## config.mk

```make
export PLATFORM = sky130hd
export DESIGN_NAME = uapp_queue
export DESIGN_NICKNAME = d
export VERILOG_FILES = /design/src/sv/unicycle_arc_path_predictor_macros.svh /design/src/sv/uapp_pkg.sv /design/src/sv/uapp_queue.sv
export SDC_FILE = /design/constraint.sdc
export NUM_CORES = 1
export LEC_CHECK = 0
export BUFFER_PORTS_ARGS = -buffer_cell sky130_fd_sc_hd__buf_2
export CORE_ASPECT_RATIO = 0.75
export CORE_MARGIN = 2
export CORE_UTILIZATION = 45
export CTS_BUF_LIST = sky130_fd_sc_hd__clkbuf_4 sky130_fd_sc_hd__clkbuf_8
export DETAILED_ROUTE_END_ITERATION = 10
export GPL_ROUTABILITY_DRIVEN = 1
export HOLD_SLACK_MARGIN = 0.12
export PLACE_DENSITY = 0.73
export SLEW_MARGIN = 10
export SYNTH_ARGS = -nofsm -noshare
export SYNTH_HDL_FRONTEND = slang
export SYNTH_SLANG_ARGS = --single-unit
```

## constraint.sdc

```tcl
create_clock -name clk -period 8.5 [get_ports clk]
set_input_delay 0.85 -clock clk [delete_from_list [all_inputs] [get_ports clk]]
set_output_delay 0.85 -clock clk [all_outputs]
set_load 0.005 [all_outputs]
```

## src/sv/unicycle_arc_path_predictor_macros.svh

```systemverilog
// Assertion macros for the unicycle arc path predictor.
// Each macro expects clk and rst_n in the scope where it is used.
`ifndef UNICYCLE_ARC_PATH_PREDICTOR_MACROS_SVH
`define UNICYCLE_ARC_PATH_PREDICTOR_MACROS_SVH

// Same-cycle implication, checked out of reset.
`define UAPP_ASSERT_NOW(label, ante, cons, msg) \
  label: assert property (@(posedge clk) disable iff (!rst_n) (ante) |-> (cons)) \
    else $error(msg);

// Next-cycle implication, checked out of reset.
`define UAPP_ASSERT_NEXT(label, ante, cons, msg) \
  label: assert property (@(posedge clk) disable iff (!rst_n) (ante) |=> (cons)) \
    else $error(msg);

`endif

```

## src/sv/uapp_pkg.sv

```systemverilog
// Shared types, constants and lookup functions for the unicycle arc path predictor.
// No dependencies; every other file but the assertion macros header imports this package.
`timescale 1ns / 1ps
package uapp_pkg;

  localparam int MAX_STEPS_DEF   = 64;
  localparam int CORDIC_ITER_DEF = 16;

  localparam int AW    = 33;  // angle, Q4.28
  localparam int TW    = 34;  // sine and cosine, Q2.30
  localparam int ZW    = 24;  // residual angle after the rotation steps
  localparam int NUMW  = 51;  // chord numerator
  localparam int DIV_NW = 48; // divider dividend and quotient
  localparam int DIV_DW = 26; // divider divisor
  localparam int CNTW  = 7;   // step count register
  localparam int Q_DEPTH = 2;

  localparam logic signed [AW-1:0] PI_Q28      = 33'sd843314857;
  localparam logic signed [AW-1:0] HALF_PI_Q28 = 33'sd421657428;
  localparam logic signed [AW-1:0] TWO_PI_Q28  = 33'sd1686629713;
  localparam logic signed [TW-1:0] GAIN_Q30    = 34'sd652032874;
  localparam logic signed [TW-1:0] ONE_Q30     = 34'sd1073741824;
  localparam logic signed [31:0]   RAD_TO_BIN_Q44 = 32'sd683565276;

  typedef enum logic [1:0] {
    CFG_STEP_TIME  = 2'd0,
    CFG_STEP_COUNT = 2'd1,
    CFG_THRESHOLD  = 2'd2
  } cfg_index_t;

  typedef struct packed {
    logic signed [31:0] x;
    logic signed [31:0] y;
    logic signed [15:0] heading;
    logic signed [31:0] chord_fwd;
    logic signed [31:0] chord_lat;
    logic signed [15:0] turn_step;
  } job_t;

  typedef struct packed {
    logic full;
    logic empty;
  } q_stat_t;

  typedef enum logic [1:0] {CR_IDLE, CR_ITER, CR_MUL, CR_FIN} cordic_state_t;

  typedef enum logic [3:0] {
    F_IDLE, F_MUL, F_WRAP, F_CSTART, F_CWAIT, F_NUM,
    F_DFS, F_DFW, F_DLS, F_DLW, F_PUSH
  } front_state_t;

  typedef enum logic [3:0] {
    B_IDLE, B_ANG, B_CSTART, B_CWAIT, B_M0, B_M1, B_M2, B_M3,
    B_D1, B_D2, B_EMIT
  } back_state_t;

  // atan(2^-i) in Q4.28, rounded
  function automatic logic signed [AW-1:0] atan_q28(input logic [4:0] i);
    logic [AW-1:0] pw;
    pw = AW'(1) << (5'd28 - i);
    case (i)
      5'd0: atan_q28 = 33'sd210828714;
      5'd1: atan_q28 = 33'sd124459457;
      5'd2: atan_q28 = 33'sd65760959;
      5'd3: atan_q28 = 33'sd33381290;
      5'd4: atan_q28 = 33'sd16755422;
      5'd5: atan_q28 = 33'sd8385879;
      5'd6: atan_q28 = 33'sd4193963;
      5'd7: atan_q28 = 33'sd2097109;
      5'd8: atan_q28 = 33'sd1048571;
      5'd9: atan_q28 = 33'sd524287;
      default: atan_q28 = (i > 5'd28) ? '0 : $signed(pw);
    endcase
  endfunction

  // Signed, saturated result from an unsigned quotient and a sign.
  function automatic logic signed [31:0] sat_quo(input logic [DIV_NW-1:0] q, input logic neg);
    if (!neg) begin
      sat_quo = (q > DIV_NW'(32'h7FFF_FFFF)) ? 32'sh7FFF_FFFF : $signed(q[31:0]);
    end else begin
      sat_quo = (q > DIV_NW'(32'h8000_0000)) ? 32'sh8000_0000 : $signed(-q[31:0]);
    end
  endfunction

  // Q2.30 to Q1.15, rounded and saturated.
  function automatic logic signed [15:0] q30_to_q15(input logic signed [TW-1:0] v);
    logic signed [TW-1:0] r;
    r = (v + TW'(16384)) >>> 15;
    if (r > TW'(32767)) q30_to_q15 = 16'sh7FFF;
    else if (r < -TW'(32768)) q30_to_q15 = 16'sh8000;
    else q30_to_q15 = 16'(r);
  endfunction

endpackage

```

## src/sv/uapp_queue.sv

```systemverilog
// Two-entry job queue between the front end and the pose stepper.
// Holds job_t entries from uapp_pkg.
`timescale 1ns / 1ps
module uapp_queue import uapp_pkg::*; (
  input  logic    clk,
  input  logic    rst_n,
  input  logic    push,
  input  job_t    job_i,
  input  logic    pop,
  output job_t    job_o,
  output q_stat_t stat
);

  localparam int PW = (Q_DEPTH > 1) ? $clog2(Q_DEPTH) : 1;
  localparam int CW = $clog2(Q_DEPTH + 1);

  job_t entry_r [Q_DEPTH];
  logic [PW-1:0] wr_ptr_r, rd_ptr_r;
  logic [CW-1:0] cnt_r;

  assign stat.full  = (cnt_r == CW'(Q_DEPTH));
  assign stat.empty = (cnt_r == '0);
  assign job_o = entry_r[rd_ptr_r];

  always_ff @(posedge clk) begin
    if (!rst_n) begin
      wr_ptr_r <= '0;
      rd_ptr_r <= '0;
      cnt_r    <= '0;
    end else begin
      if (push) wr_ptr_r <= (wr_ptr_r == PW'(Q_DEPTH - 1)) ? '0 : wr_ptr_r + 1'b1;
      if (pop)  rd_ptr_r <= (rd_ptr_r == PW'(Q_DEPTH - 1)) ? '0 : rd_ptr_r + 1'b1;
      if (push && !pop) cnt_r <= cnt_r + 1'b1;
      else if (pop && !push) cnt_r <= cnt_r - 1'b1;
    end
  end

  always_ff @(posedge clk) begin
    if (push) entry_r[wr_ptr_r] <= job_i;
  end

endmodule

```

* Word-level counts from Yosys, hierarchy flattened
Memory sizes are Yosys's and may differ from the RTL's. A register that Yosys moved wholly into a read port is not among the register bits.
Cells that the tools add are included.
** Word-level totals
- Bits in writable memories :: 320
- Output and inout port bits :: 162
- Bits in read-only memories :: 0
- Register bits after elaboration :: 4
- Bits in latches :: 0
- Memories :: 1
** Operators by class
- Shifts and indexed selects :: 0
- Divide/modulo/power cells :: 0
- Magnitude comparators :: 0
- Mux-type cells :: 8
- Equal/unequal tests :: 1
- $mul :: 0
- Reductions and logical operators :: 6
- $add $sub $neg :: 4
- Bitwise logic cells :: 0
** Memories
- entry_r :: depth 2, bits a word 160, rd ports 1, clocked after Yosys merged registers in 1, wr ports 1, RTL line uapp_queue.sv:17 : job_t entry_r [Q_DEPTH];
** Operator list (number)
- 2-to-1 mux 1 bit :: 6
- 2-to-1 mux 2 bit :: 2
- adder 1 bit (second input constant) :: 2
- adder 2 x 1 -> 2 bit (second input constant) :: 1
- == test 2 bit (second input constant) :: 1
- logical AND 1 bit :: 2
- zero test 1 bit :: 2
- zero test 2 bit :: 1
- nonzero test 2 bit :: 1
- subtractor 2 x 1 -> 2 bit (second input constant) :: 1

* Depth between registers and ports, before layout
- Word-level depth :: 4
- Mapped depth :: 5
- Gate-level depth less buffers :: 5

* Worst setup path before layout
OpenSTA, ideal clock, no wires.
- Path type :: input port to flip-flop
- From :: in push
- To :: mem entry_r[0][0] (netlist name), enable pin
- Arrival time :: 7.796 ns
- Library setup time :: 0.701 ns
- Required time :: 7.799 ns
- Slack :: 0.003 ns
- Stages on the path :: 1
- Cells stage by stage :: nor2b_1
** On the way
- Word-level cells in the longest chain between the ends :: 2
** RTL lines
- start: declaration :: RTL line uapp_queue.sv:7 : input logic push,
- 2-to-1 mux 1 bit :: RTL line uapp_queue.sv:39 : if (push) entry_r[wr_ptr_r] <= job_i;
- 2-to-1 mux 1 bit (not written as such) :: RTL line uapp_queue.sv:39
- end: declaration :: RTL line uapp_queue.sv:17
No other way between the ends.

==> results.md <==
* Status: finished, final reports clean
* Initial antenna violation count at 4
* Hold Crit Class: input port to flip-flop
* Post-Syn Area at 12200 sq um
* Clock Tree Buf Depth at 3
* Adder-cell area share of the yosys netlist at 0.103%
* Synth Net Count at 685
* F_max at 0.270 GHz
* Slowest stage delay, CP at 0.88 ns
* Crit. End Element: primary output
* Tcrit/Tclk final at 43.6%
* Post-synthesis compound-gate area fraction at 0.165%
* DRT iter0 DRCs at 301
* Worst-Skew Late Latency at 0.55 ns
* Xor/xnor share of the synthesized area at 0.216%
* PostCTS Resize Cnt at 0
* Via count at 6072
* Leakage at 5.86 nW
* DRC viols at 0
* Main combinational cell family by area after synthesis: multiplexers
* Starting Density at 45.4%
* Crit-path max FO at 59
* Multiplexer share of the synthesized area at 17.9%
* Gr ovfl total at 0
* GRT Util Overall at 16.0%
* Fraction of layout cells with a size suffix above 1 at 62.0%
* Routed vias/inst at 4.81
* Vias in the first global route at 6242
* Fill count at 2101
* Synth Flop Type: edfxtp_1
* CTS Hold Bufs at 0
* CTS Buf Count at 48
* Fin Clk Skew at 0.00968 ns
* Setup_tns at 0 ns
* Synth cell types at 17
* Core footprint at 26800 sq um
* Met1 usage in global routing at 20.9%
* WP buf/inv at 2
* Area growth syn-to-layout at 23.5%
* Seq/Total Area, Yosys at 79.8%
* Critical path type: flip-flop to primary output
* Die width at 194 um
* Post-Layout Inst Area at 15000 sq um
* Crit path required time at 7.65 ns
* Clk slew on worst S/H paths at 0.06 ns
* PwrDens at 227 nW/um^2
* Setup crit start kind: flip-flop
* Met2 Use GR at 25.1%
* Flop2flop setup slack at 6.20 ns
* Die Footprint at 28400 sq um
* Number of I/O port buffers at 325
* DR WL/cell at 18.6 um
* Clock Sink Count at 325
* Endpoints failing setup at 0
* Post-DP Area at 14100 sq um
* Largest delay share family, worst path: buffers and inverters
* Pre-antenna DRT Iters at 4
* RSZ-0062 raised after global routing: false
* Post-CTS Setup Inserts at 0
* Post-synth EDFFs at 320
* Post-synth ARST share at 0%
* Worst vdd ir at 137 uV
* Synth warn at 0
* # IOs at 326
* Slew Viols, Final at 0
* Nets@finish at 1048
* Total power at 3.42 mW
* Largest net degree at the start of global routing at 73
* Most used routing layer: met2
* Simple-Gate Fraction of Synth Area at 0.442%
* Mapped Avg Cell Area at 23.4 sq um
* Worst path slowest cell: buf_4
* DRT Wirelength at 23.5 mm
* Final hold vios at 0
* Fin crit period at 3.71 ns
* GP Congestion at 0.763
* First-pass GRT wire length at 34.8 mm
* Cell Chain, Critical Path: buf_4 > mux2_2 > buf_2
* Post-route antenna net violation count at 0
* CTS H-tree lvls at 2
* Cell count after synthesis at 520
* Slew @ Worst Pin at 1.04 ns
* Root Buffer Master: clkbuf_8
* GR Layer Usage met3 at 5.89%
* Die height at 146 um
* Slew Limit Headroom at 30.6%
* Arr. time, crit path at 2.86 ns
* Max-cap violations at 0
* Row count at 52
* Register bit total from synthesis at 325
* CTS tree: yes
==> flip-flops by register name (all words and copies together) (netlist names), named ones only <==
signal	count
rd_ptr_r	1
cnt_r	2
entry_r	320
wr_ptr_r	1
==> cell families (layout without fill, tap and decap cells) <==
| group | Yosys count | in the layout |
|---|---|---|
| compound gates | 3 | 3 |
| buf+inv | 19 | 410 |
| simple gates | 9 | 9 |
| mux | 160 | 160 |
| flops | 325 | 325 |
| xor+xnor | 3 | 3 |
| other cells | 0 | 1 |
| fa+ha+maj | 1 | 1 |
==> Yosys cell counts, drive strengths merged, types with 2 or more instances <==
master | instances | share of area (%)
nor2b | 3 | 0.15
buf | 18 | 1.4
dfxtp | 5 | 0.82
xor2 | 2 | 0.14
mux2 | 160 | 18
and2 | 4 | 0.21
edfxtp | 320 | 79
==> metrics by stage <==
| stage | std cells | utilization [%] | setup slack (ns) | hold slack [ns] |
|---|---|---|---|---|
| 4_1_cts | 1262 | 56.0 | 4.69 | 0.438 |
| 5_1_grt | 1262 | 56.0 | 4.59 | 0.435 |
| 3_5_place_dp | 1184 | 52.7 | 5.31 | 0.534 |
| 3_3_place_gp | 1184 | 52.7 | 5.31 | 0.495 |
| 2_1_floorplan | 520 | - | 0.00325 | 0.473 |
| 6_report | 1263 | 56.0 | 4.79 | 0.486 |
==> layout by cell type (no fill, tap or decap), drive strengths merged, types with 2 or more instances in the layout <==
cell	Yosys	final
edfxtp	320	320
mux2	160	160
and2	4	4
clkinv	0	8
nor2b	3	3
clkbuf	0	68
buf	18	331
inv	1	2
xor2	2	2
dfxtp	5	5
==> where the power goes <==
group	leakage [nW]	switching (mW)	internal, mW	total [mW]
combinational	2.34	0.157	0.194	0.351
clock	0.476	0.534	0.647	1.18
sequential	3.05	0.0292	1.86	1.88
total	5.86	0.721	2.70	3.42
==> layer usage <==
layer	wire length [um]	part of all wire, %
met2	10900	47
met1	10000	43
met4	528	2.2
met3	1980	8.4
met5	27	0.12
==> worst register-to-register path: stages, from the launching register on <==
cell,delay (ns)
dfxtp_1,0.35
nor2b_4,0.62
buf_4,0.85
==> cell type report <==
cell class / count / area, sq um / share of cell area (%)
antenna: 1 / 2.50 / 0.0167
multi-input combinational: 176 / 2300 / 15.3
timing repair buffer: 331 / 1670 / 11.1
inverter: 1 / 3.75 / 0.0250
tap: 351 / 439 / 2.92
clock inverter: 10 / 70.1 / 0.466
sequential: 325 / 9710 / 64.7
clock buffer: 68 / 823 / 5.48
==> final timing paths <==
| check | end | start | cells after the start |
|---|---|---|---|
| max reg2reg | entry_r[0][43] | wr_ptr_r | 2 |
| max | job_o[145] | flip-flop | 3 |
| min reg2reg | cnt_r[1] | cnt_r[1] | 2 |
| min | entry_r[1][50] | job_i[50] | 1 |
Power figures use the tool's default switching activity.
